### src/rtl/core/fosjq_pkg.sv
// shared types and constants for the fifo / shortest-job queue
package fosjq_pkg;

    localparam int QUEUE_DEPTH_DEF = 64;
    localparam int ID_W            = 32;
    localparam int LEN_W           = 32;
    localparam int OCC_W           = 7;
    localparam int CAP_W           = 7;
    localparam int CFG_IDX_W       = 2;
    localparam int CFG_DATA_W      = 32;

    localparam logic [CAP_W-1:0] CAPACITY_RST = CAP_W'(64);

    typedef enum logic [CFG_IDX_W-1:0] {
        CFG_POLICY   = 2'd0,
        CFG_CAPACITY = 2'd1
    } t_cfg_idx;

    typedef enum logic {
        POL_FIFO = 1'b0,
        POL_SJN  = 1'b1
    } t_policy;

    typedef enum logic {
        MODE_ENQ = 1'b0,
        MODE_DEQ = 1'b1
    } t_mode;

    typedef enum logic [1:0] {
        ST_ENQ   = 2'd0,
        ST_FULL  = 2'd1,
        ST_DEQ   = 2'd2,
        ST_EMPTY = 2'd3
    } t_status;

    typedef struct packed {
        t_mode             mode;
        logic [ID_W-1:0]   request_id;
        logic [LEN_W-1:0]  service_length;
    } t_cmd;

    typedef struct packed {
        t_status           status;
        logic [ID_W-1:0]   out_id;
        logic [LEN_W-1:0]  out_length;
        logic [OCC_W-1:0]  occupancy;
    } t_result;

    typedef struct packed {
        logic [ID_W-1:0]   id;
        logic [LEN_W-1:0]  length;
    } t_entry;

endpackage

### src/rtl/core/fosjq_mem.sv
// entry store: one write port, one registered read port
module fosjq_mem
    import fosjq_pkg::*;
#(
    parameter int DEPTH = QUEUE_DEPTH_DEF,
    localparam int AW   = $clog2(DEPTH)
) (
    input  logic          i_clk,
    input  logic          i_wr_en,
    input  logic [AW-1:0] i_wr_addr,
    input  t_entry        i_wr_data,
    input  logic          i_rd_en,
    input  logic [AW-1:0] i_rd_addr,
    output t_entry        o_rd_data
);

    t_entry r_mem [DEPTH];
    t_entry r_rd_data;

    always_ff @(posedge i_clk) begin
        if (i_wr_en) begin
            r_mem[i_wr_addr] <= i_wr_data;
        end
    end

    always_ff @(posedge i_clk) begin
        if (i_rd_en) begin
            r_rd_data <= r_mem[i_rd_addr];
        end
    end

    assign o_rd_data = r_rd_data;

endmodule

### src/rtl/core/fosjq_ctrl.sv
// queue sequencer: enqueue, scan for the pick, compaction
module fosjq_ctrl
    import fosjq_pkg::*;
#(
    parameter int DEPTH = QUEUE_DEPTH_DEF,
    localparam int PW   = $clog2(DEPTH),
    localparam int CW   = $clog2(DEPTH + 1)
) (
    input  logic             i_clk,
    input  logic             i_rst_n,
    input  logic             start,
    output logic             o_busy,
    input  t_cmd             i_cmd,
    input  t_policy          i_policy,
    input  logic [CAP_W-1:0] i_capacity,
    output logic             o_strobe,
    output t_result          o_result,
    output logic             o_wr_en,
    output logic [PW-1:0]    o_wr_addr,
    output t_entry           o_wr_data,
    output logic             o_rd_en,
    output logic [PW-1:0]    o_rd_addr,
    input  t_entry           i_rd_data
);

    localparam int LW = (CW > CAP_W) ? CW : CAP_W;

    typedef enum logic [1:0] {
        S_IDLE,
        S_SCAN,
        S_SHIFT
    } t_state;

    t_state            r_state, n_state;
    logic [CW-1:0]     r_count, n_count;
    logic [PW-1:0]     r_head, n_head;
    logic [CW-1:0]     r_lim, n_lim;
    logic [CW-1:0]     r_idx, n_idx;
    logic              r_pend, n_pend;
    logic [CW-1:0]     r_pend_off, n_pend_off;
    logic [CW-1:0]     r_pick, n_pick;
    logic [LEN_W-1:0]  r_min_len, n_min_len;
    logic [ID_W-1:0]   r_min_id, n_min_id;
    logic              r_strobe, n_strobe;
    t_result           r_result, n_result;

    logic              accept;
    logic              full;
    logic              issue;
    logic [CW-1:0]     cnt_dec;
    logic [LW-1:0]     cnt_ext;
    logic [LW-1:0]     dec_ext;
    logic [LW-1:0]     inc_ext;

    // (head + offset) mod depth, offset always below depth
    function automatic logic [PW-1:0] slot_of(input logic [PW-1:0] head,
                                              input logic [CW-1:0] off);
        logic [PW:0] sum;
        sum = {1'b0, head} + {1'b0, off[PW-1:0]};
        if (sum >= (PW+1)'(DEPTH)) begin
            sum = sum - (PW+1)'(DEPTH);
        end
        return sum[PW-1:0];
    endfunction

    assign accept  = start && (r_state == S_IDLE);
    assign cnt_ext = LW'(r_count);
    // full when count reaches the capacity or the store depth
    assign full    = (cnt_ext >= LW'(i_capacity)) || (r_count >= CW'(DEPTH));
    assign cnt_dec = r_count - CW'(1);
    assign dec_ext = LW'(cnt_dec);
    assign inc_ext = LW'(r_count + CW'(1));

    always_comb begin
        n_state    = r_state;
        n_count    = r_count;
        n_head     = r_head;
        n_lim      = r_lim;
        n_idx      = r_idx;
        n_pend     = 1'b0;
        n_pend_off = r_pend_off;
        n_pick     = r_pick;
        n_min_len  = r_min_len;
        n_min_id   = r_min_id;
        n_strobe   = 1'b0;
        n_result   = r_result;
        o_wr_en    = 1'b0;
        o_wr_addr  = slot_of(r_head, r_count);
        o_wr_data  = '{id: i_cmd.request_id, length: i_cmd.service_length};
        o_rd_en    = 1'b0;
        o_rd_addr  = slot_of(r_head, r_idx);
        issue      = 1'b0;

        unique case (r_state)
            S_IDLE: begin
                if (accept) begin
                    if (i_cmd.mode == MODE_ENQ) begin
                        n_strobe = 1'b1;
                        if (full) begin
                            n_result = '{status: ST_FULL, out_id: i_cmd.request_id,
                                         out_length: '0, occupancy: cnt_ext[OCC_W-1:0]};
                        end else begin
                            o_wr_en  = 1'b1;
                            n_count  = r_count + CW'(1);
                            n_result = '{status: ST_ENQ, out_id: '0, out_length: '0,
                                         occupancy: inc_ext[OCC_W-1:0]};
                        end
                    end else if (r_count == '0) begin
                        n_strobe = 1'b1;
                        n_result = '{status: ST_EMPTY, out_id: '0, out_length: '0,
                                     occupancy: '0};
                    end else begin
                        n_state = S_SCAN;
                        n_idx   = '0;
                        n_pick  = '0;
                        n_lim   = (i_policy == POL_SJN) ? r_count : CW'(1);
                    end
                end
            end

            S_SCAN: begin
                issue      = (r_idx < r_lim);
                o_rd_en    = issue;
                n_pend     = issue;
                n_pend_off = r_idx;
                if (issue) begin
                    n_idx = r_idx + CW'(1);
                end
                // strict less keeps the earliest arrival on ties
                if (r_pend && ((r_pend_off == '0) || (i_rd_data.length < r_min_len))) begin
                    n_min_len = i_rd_data.length;
                    n_min_id  = i_rd_data.id;
                    n_pick    = r_pend_off;
                end
                if (!issue && !r_pend) begin
                    if (r_pick == '0) begin
                        n_state  = S_IDLE;
                        n_count  = cnt_dec;
                        n_head   = (cnt_dec == '0) ? '0 : slot_of(r_head, CW'(1));
                        n_strobe = 1'b1;
                        n_result = '{status: ST_DEQ, out_id: r_min_id,
                                     out_length: r_min_len, occupancy: dec_ext[OCC_W-1:0]};
                    end else begin
                        n_state = S_SHIFT;
                        n_idx   = r_pick + CW'(1);
                    end
                end
            end

            S_SHIFT: begin
                // read offset k+1, write it back one place lower
                issue      = (r_idx < r_count);
                o_rd_en    = issue;
                n_pend     = issue;
                n_pend_off = r_idx;
                if (issue) begin
                    n_idx = r_idx + CW'(1);
                end
                if (r_pend) begin
                    o_wr_en   = 1'b1;
                    o_wr_addr = slot_of(r_head, r_pend_off - CW'(1));
                    o_wr_data = i_rd_data;
                end
                if (!issue && !r_pend) begin
                    n_state  = S_IDLE;
                    n_count  = cnt_dec;
                    n_head   = (cnt_dec == '0) ? '0 : r_head;
                    n_strobe = 1'b1;
                    n_result = '{status: ST_DEQ, out_id: r_min_id,
                                 out_length: r_min_len, occupancy: dec_ext[OCC_W-1:0]};
                end
            end

            default: begin
                n_state = S_IDLE;
            end
        endcase
    end

    always_ff @(posedge i_clk) begin
        if (!i_rst_n) begin
            r_state  <= S_IDLE;
            r_count  <= '0;
            r_head   <= '0;
            r_pend   <= 1'b0;
            r_strobe <= 1'b0;
        end else begin
            r_state  <= n_state;
            r_count  <= n_count;
            r_head   <= n_head;
            r_pend   <= n_pend;
            r_strobe <= n_strobe;
        end
        r_lim      <= n_lim;
        r_idx      <= n_idx;
        r_pend_off <= n_pend_off;
        r_pick     <= n_pick;
        r_min_len  <= n_min_len;
        r_min_id   <= n_min_id;
        r_result   <= n_result;
    end

    assign o_busy   = (r_state != S_IDLE);
    assign o_strobe = r_strobe;
    assign o_result = r_result;

    a_count_bound : assert property (@(posedge i_clk) disable iff (!i_rst_n)
        r_count <= CW'(DEPTH))
        else $error("entry count above store depth");

    a_deq_count : assert property (@(posedge i_clk) disable iff (!i_rst_n)
        (r_strobe && r_result.status == ST_DEQ) |-> (r_count == $past(r_count) - CW'(1)))
        else $error("dequeue did not drop the count by one");

    a_enq_prompt : assert property (@(posedge i_clk) disable iff (!i_rst_n)
        (r_strobe && (r_result.status == ST_ENQ || r_result.status == ST_FULL))
            |-> $past(start && !o_busy))
        else $error("enqueue result without a command the cycle before");

    a_empty_zero : assert property (@(posedge i_clk) disable iff (!i_rst_n)
        (r_strobe && r_result.status == ST_EMPTY)
            |-> (r_count == '0 && r_result.out_id == '0 && r_result.out_length == '0))
        else $error("empty result with live entries or payload");

endmodule

### src/rtl/core/fifo_or_shortest_job_queue.sv
// top level of the bounded request queue, fifo or shortest job next
// usage
//   command channel: drive i_cmd and raise start; the command transfer
//   happens at a clock edge with start high and busy low
//   result channel: o_strobe is high for exactly one cycle with o_result;
//   the receiver cannot stall, every result is taken in that cycle
//   config channel: i_cfg_valid / o_cfg_ready with i_cfg_index and
//   i_cfg_data; index 0 is the policy (0 fifo, 1 shortest job next),
//   index 1 the capacity (7 bits, clipped to the store depth); o_cfg_ready
//   is always high, write only while the queue is idle
// timing
//   enqueue, rejection and dequeue from empty: result registered in the cycle
//   after the command transfer, busy stays low so commands may follow every cycle
//   fifo dequeue: only the head entry is read, no gap to close
//   shortest job dequeue: a scan of all the lengths through the single
//   read port, then, unless the pick is the head, a shift of the entries
//   behind it one place lower to close the gap; the registered read of
//   the entry store sets the pace of both sweeps
// reset
//   synchronous, active low: queue empty, head at slot 0, policy fifo,
//   capacity 64; the entry store itself is not cleared
module fifo_or_shortest_job_queue
    import fosjq_pkg::*;
#(
    parameter int QUEUE_DEPTH = QUEUE_DEPTH_DEF
) (
    input  logic                  i_clk,
    input  logic                  i_rst_n,
    input  logic                  start,
    output logic                  busy,
    input  t_cmd                  i_cmd,
    output logic                  o_strobe,
    output t_result               o_result,
    input  logic                  i_cfg_valid,
    output logic                  o_cfg_ready,
    input  logic [CFG_IDX_W-1:0]  i_cfg_index,
    input  logic [CFG_DATA_W-1:0] i_cfg_data
);

    localparam int PW = $clog2(QUEUE_DEPTH);

    t_policy          r_policy;
    logic [CAP_W-1:0] r_capacity;

    // store port wiring
    logic             wr_en;
    logic [PW-1:0]    wr_addr;
    t_entry           wr_data;
    logic             rd_en;
    logic [PW-1:0]    rd_addr;
    t_entry           rd_data;

    // config registers, always ready; unknown indexes are dropped
    assign o_cfg_ready = 1'b1;

    always_ff @(posedge i_clk) begin
        if (!i_rst_n) begin
            r_policy   <= POL_FIFO;
            r_capacity <= CAPACITY_RST;
        end else if (i_cfg_valid && o_cfg_ready) begin
            unique case (i_cfg_index)
                CFG_POLICY:   r_policy   <= t_policy'(i_cfg_data[0]);
                CFG_CAPACITY: r_capacity <= i_cfg_data[CAP_W-1:0];
                default: ;
            endcase
        end
    end

    // sequencer owns count, head and the result register
    fosjq_ctrl #(
        .DEPTH (QUEUE_DEPTH)
    ) u_ctrl (
        .i_clk      (i_clk),
        .i_rst_n    (i_rst_n),
        .start      (start),
        .o_busy     (busy),
        .i_cmd      (i_cmd),
        .i_policy   (r_policy),
        .i_capacity (r_capacity),
        .o_strobe   (o_strobe),
        .o_result   (o_result),
        .o_wr_en    (wr_en),
        .o_wr_addr  (wr_addr),
        .o_wr_data  (wr_data),
        .o_rd_en    (rd_en),
        .o_rd_addr  (rd_addr),
        .i_rd_data  (rd_data)
    );

    // circular entry store, ids and lengths side by side
    fosjq_mem #(
        .DEPTH (QUEUE_DEPTH)
    ) u_mem (
        .i_clk     (i_clk),
        .i_wr_en   (wr_en),
        .i_wr_addr (wr_addr),
        .i_wr_data (wr_data),
        .i_rd_en   (rd_en),
        .i_rd_addr (rd_addr),
        .o_rd_data (rd_data)
    );

endmodule
### config.mk
export PLATFORM = sky130hd
export DESIGN_NAME = fifo_or_shortest_job_queue
export DESIGN_NICKNAME = d
export VERILOG_FILES = /design/src/rtl/core/fosjq_pkg.sv /design/src/rtl/core/fosjq_mem.sv /design/src/rtl/core/fosjq_ctrl.sv /design/src/rtl/core/fifo_or_shortest_job_queue.sv
export SDC_FILE = /design/constraint.sdc
export NUM_CORES = 2
export LEC_CHECK = 0
export BUFFER_PORTS_ARGS = -buffer_cell sky130_fd_sc_hd__buf_2
export CAP_MARGIN = 40
export CORE_UTILIZATION = 59
export CTS_BUF_LIST = sky130_fd_sc_hd__clkbuf_4 sky130_fd_sc_hd__clkbuf_8
export CTS_CLUSTER_DIAMETER = 120
export CTS_CLUSTER_SIZE = 40
export DETAILED_ROUTE_END_ITERATION = 12
export PLACE_DENSITY = 0.75
export SLEW_MARGIN = 20
export SYNTH_ARGS = -nofsm -noshare
export SYNTH_HDL_FRONTEND = slang
export SYNTH_SLANG_ARGS = --single-unit
### constraint.sdc
create_clock -name i_clk -period 8.1 [get_ports i_clk]
set_input_delay 1.62 -clock i_clk [delete_from_list [all_inputs] [get_ports i_clk]]
set_output_delay 1.62 -clock i_clk [all_outputs]
set_load 0.01 [all_outputs]
==> out/summary.txt <==
status: complete, no violations
first-pass GRT wire length: 568000 µm
Leakage: 54.4 nW
critical path type: flop to flop
largest net degree at the start of global routing: 124
Synth Area per Inst: 23.7 µm²
sw frac: 29.5%
Async S/R FF share, synth: 0%
worst slew pin tran: 0.953 ns
sequential share of power: 52.0%
Post-CTS Hold Buffers: 0
PortBufs: 152
GRT Util Overall: 28.4%
ANT nets after route: 0
wire length per cell: 36.7 µm
CP cell instances: inv_1 > ha_1 > nor2b_1 > o21ai_0 > a21o_1 > o32ai_1 > nand2_1 > nor2_4 > buf_4 > buf_16
switching power: 14.8 mW
crit path max fanout: 25
total grt overflow: 0
Die Height: 535 µm
Initial Util: 59.4%
vias in the first global route: 76000
Max-Cap Viols: 0
routability cong.: 0.802
Detailed Place HPWL: 216000 µm
CTS root buffer: clkbuf_8
crit end category: flop
Hold Path Origin: u_mem.o_rd_data[33]
Internal Power: 35.2 mW
CTS tree: yes
count of flip-flops with a built-in enable after synthesis: 4325
TritonCTS Buffers: 120
clk slew on worst S/H paths: 0.22 ns
first-pass detailed-route iteration total: 7
postcts setup bufs: 0
core area: 0.283 mm²
Via Count: 78100
delay-heaviest family, CP: simple AND/OR/NAND/NOR gates
H-tree depth: 3
CTS Buffer Depth: 3
sequential share of the synthesized area: 77.7%
Worst Setup SP: u_ctrl.cnt_ext[0]
worst hold path cell count: 0
WP buf/inv: 3
Mapped Area: 0.168 mm²
Die Span X: 535 µm
P per Cell Area: 280 mW/mm²
Syn Inst Count: 7067
top cells by area, synth: edfxtp_1 (77%), mux4_2 (17%), mux2i_1 (1.3%)
# nets final: 7473
Crit path largest cell delay: 0.80 ns
Comb power frac: 33.3%
clock skew: 0.139 ns
DR DRC count: 0
Worst-Skew Late Latency: 1.08 ns
initial antenna violation count: 10
Syn Nets: 7251
r2r startpoint: u_ctrl.cnt_ext[0]
Post-synth top flop: edfxtp_1
slew margin rel.: 36.4%
Synth top area share: 77.4%
Slowest cell on crit path: o32ai_1
RSZ-0062 raised after global routing: no
die area: 0.287 mm²
Hold Crit Class: flop to flop
VDD IR-drop max: 0.340 mV
CP Depth: 10
Area Overhead vs Synth: 6.24%
final setup vio count: 0
Worst setup SP type: flop
DR vias/cell: 7.07
Core Util, Final: 63.1%
Slew Limit Fails: 0
row count: 195
Peak Freq: 192 MHz
Clock Sink Count: 4350
Post-Route Setup TNS: 0 ns
Worst Path Required: 8.84 ns
wirelength, routed: 406000 µm
worst r2r path cells: 10
Clock power frac: 14.7%
Synth Register Bits: 4350
crit path DAT: 5.95 ns
fraction of layout instances using a drive strength above 1: 26.8%
initial drt markers: 12600
top post-synthesis cells by count: edfxtp_1 (4325), mux4_2 (1280), nand2_1 (253)
post_cts resized: 0
Final period util: 64.4%
most frequent cell after synthesis: edfxtp_1
Yosys warning count: 0
largest area contributor in the netlist: edfxtp_1
final hold violation count: 0
Yosys cell types: 71
num ports: 179
post-layout min period: 5.21 ns
state kept, by name, indices dropped and copies added (netlist names):
register,cells
u_ctrl.r_state,2
u_ctrl.r_head,6
u_mem.o_rd_data,64
u_ctrl.o_result,73
u_ctrl.r_idx,7
u_ctrl.r_min_len,32
u_ctrl.r_min_id,32
r_policy,1
u_ctrl.r_lim,7
u_ctrl.r_pend,1
u_ctrl.o_strobe,1
r_capacity,7
u_mem.r_mem,4096
u_ctrl.r_pend_off,7
u_ctrl.cnt_ext,7
u_ctrl.r_pick,7
area by class of cell:
cell class	instances	area (µm²)
Antenna cell	7	17.5
Clock buffer	129	1740
Clock inverter	9	161
Fill cell	18000	104000
Inverter	72	270
Multi-Input combinational cell	2298	36400
Sequential cell	4350	130000
Tap cell	3743	4680
Timing Repair Buffer	447	4620
routing by layer:
layer | routed length, µm | part of all wire, % | vias to the layer above | track usage (%)
li1 | - | - | 30200 | -
met1 | 151000 | 37 | 42000 | 42.2
met2 | 195000 | 48 | 5299 | 44.7
met3 | 49200 | 12 | 579 | 5.55
met4 | 10800 | 2.7 | 2 | 6.47
met5 | 12 | 0.0030 | - | 0
power groups by stage:
stage,sequential [mW],clock [mW],combinational [mW]
finish,26.0,7.35,16.7
CTS,26.0,7.40,16.8
floorplan,26.5,0,11.9
global route,26.0,8.03,17.6
global placement,26.5,0,16.4
detailed placement,26.5,0,16.7
cell families (layout without fill, tap and decap cells):
logic type / Yosys count / after routing / share of synthesized area [%]
AO/OA/AOI/OAI: 194 / 194 / 0.830
multiplexers: 1494 / 1494 / 18.5
other: 1 / 8 / 0.00223
adder cells (fa/ha/maj): 81 / 81 / 0.617
AND/OR/NAND/NOR: 501 / 501 / 1.28
flip-flops: 4350 / 4350 / 77.7
buffers and inverters: 419 / 657 / 0.990
XOR/XNOR: 27 / 27 / 0.141
cell usage in the layout, fill, tap and decap left out, types with 76 or more instances in the layout:
cell type,n
mux4_2,1280
buf_4,171
clkbuf_8,123
edfxtp_1,4325
nand2_1,252
nor2_1,81
buf_2,153
buf_12,89
ha_1,76
mux2i_1,211
worst reg2reg max path, cell delays in order (launching register included):
cell and delay, ns:
dfxtp_1 0.63, inv_1 0.25, ha_1 0.33, nor2b_1 0.11, o21ai_0 0.13, a21o_1 0.29, o32ai_1 0.80, nand2_1 0.77
nor2_4 0.79, buf_4 0.44, buf_16 0.34
path summary, 6_finish.rpt:
path	to	slack (ns)
hold / removal	u_ctrl.r_min_id[1]	0.48
setup reg to reg	u_mem.r_mem[38][0]	2.89
hold reg to reg	u_ctrl.r_min_id[1]	0.48
setup / recovery	u_mem.r_mem[38][0]	2.89
per-stage QoR:
| stage | cells | power [mW] | hold slack, ns | instance area, µm² | setup WS, ns |
|---|---|---|---|---|---|
| 4_1_cts | 11000 | 50.2 | 0.482 | 178000 | 2.89 |
| 5_1_grt | 11100 | 51.7 | 0.491 | 178000 | 2.76 |
| 3_3_place_gp | 10900 | 42.8 | 0.434 | 175000 | 2.70 |
| 3_5_place_dp | 10900 | 43.2 | 0.435 | 176000 | 2.75 |
| 6_report | 11100 | 50.0 | 0.481 | 178000 | 2.89 |
| 2_1_floorplan | 7067 | 38.4 | 0.426 | 168000 | 1.14 |
(Power assumes the default switching activity.)
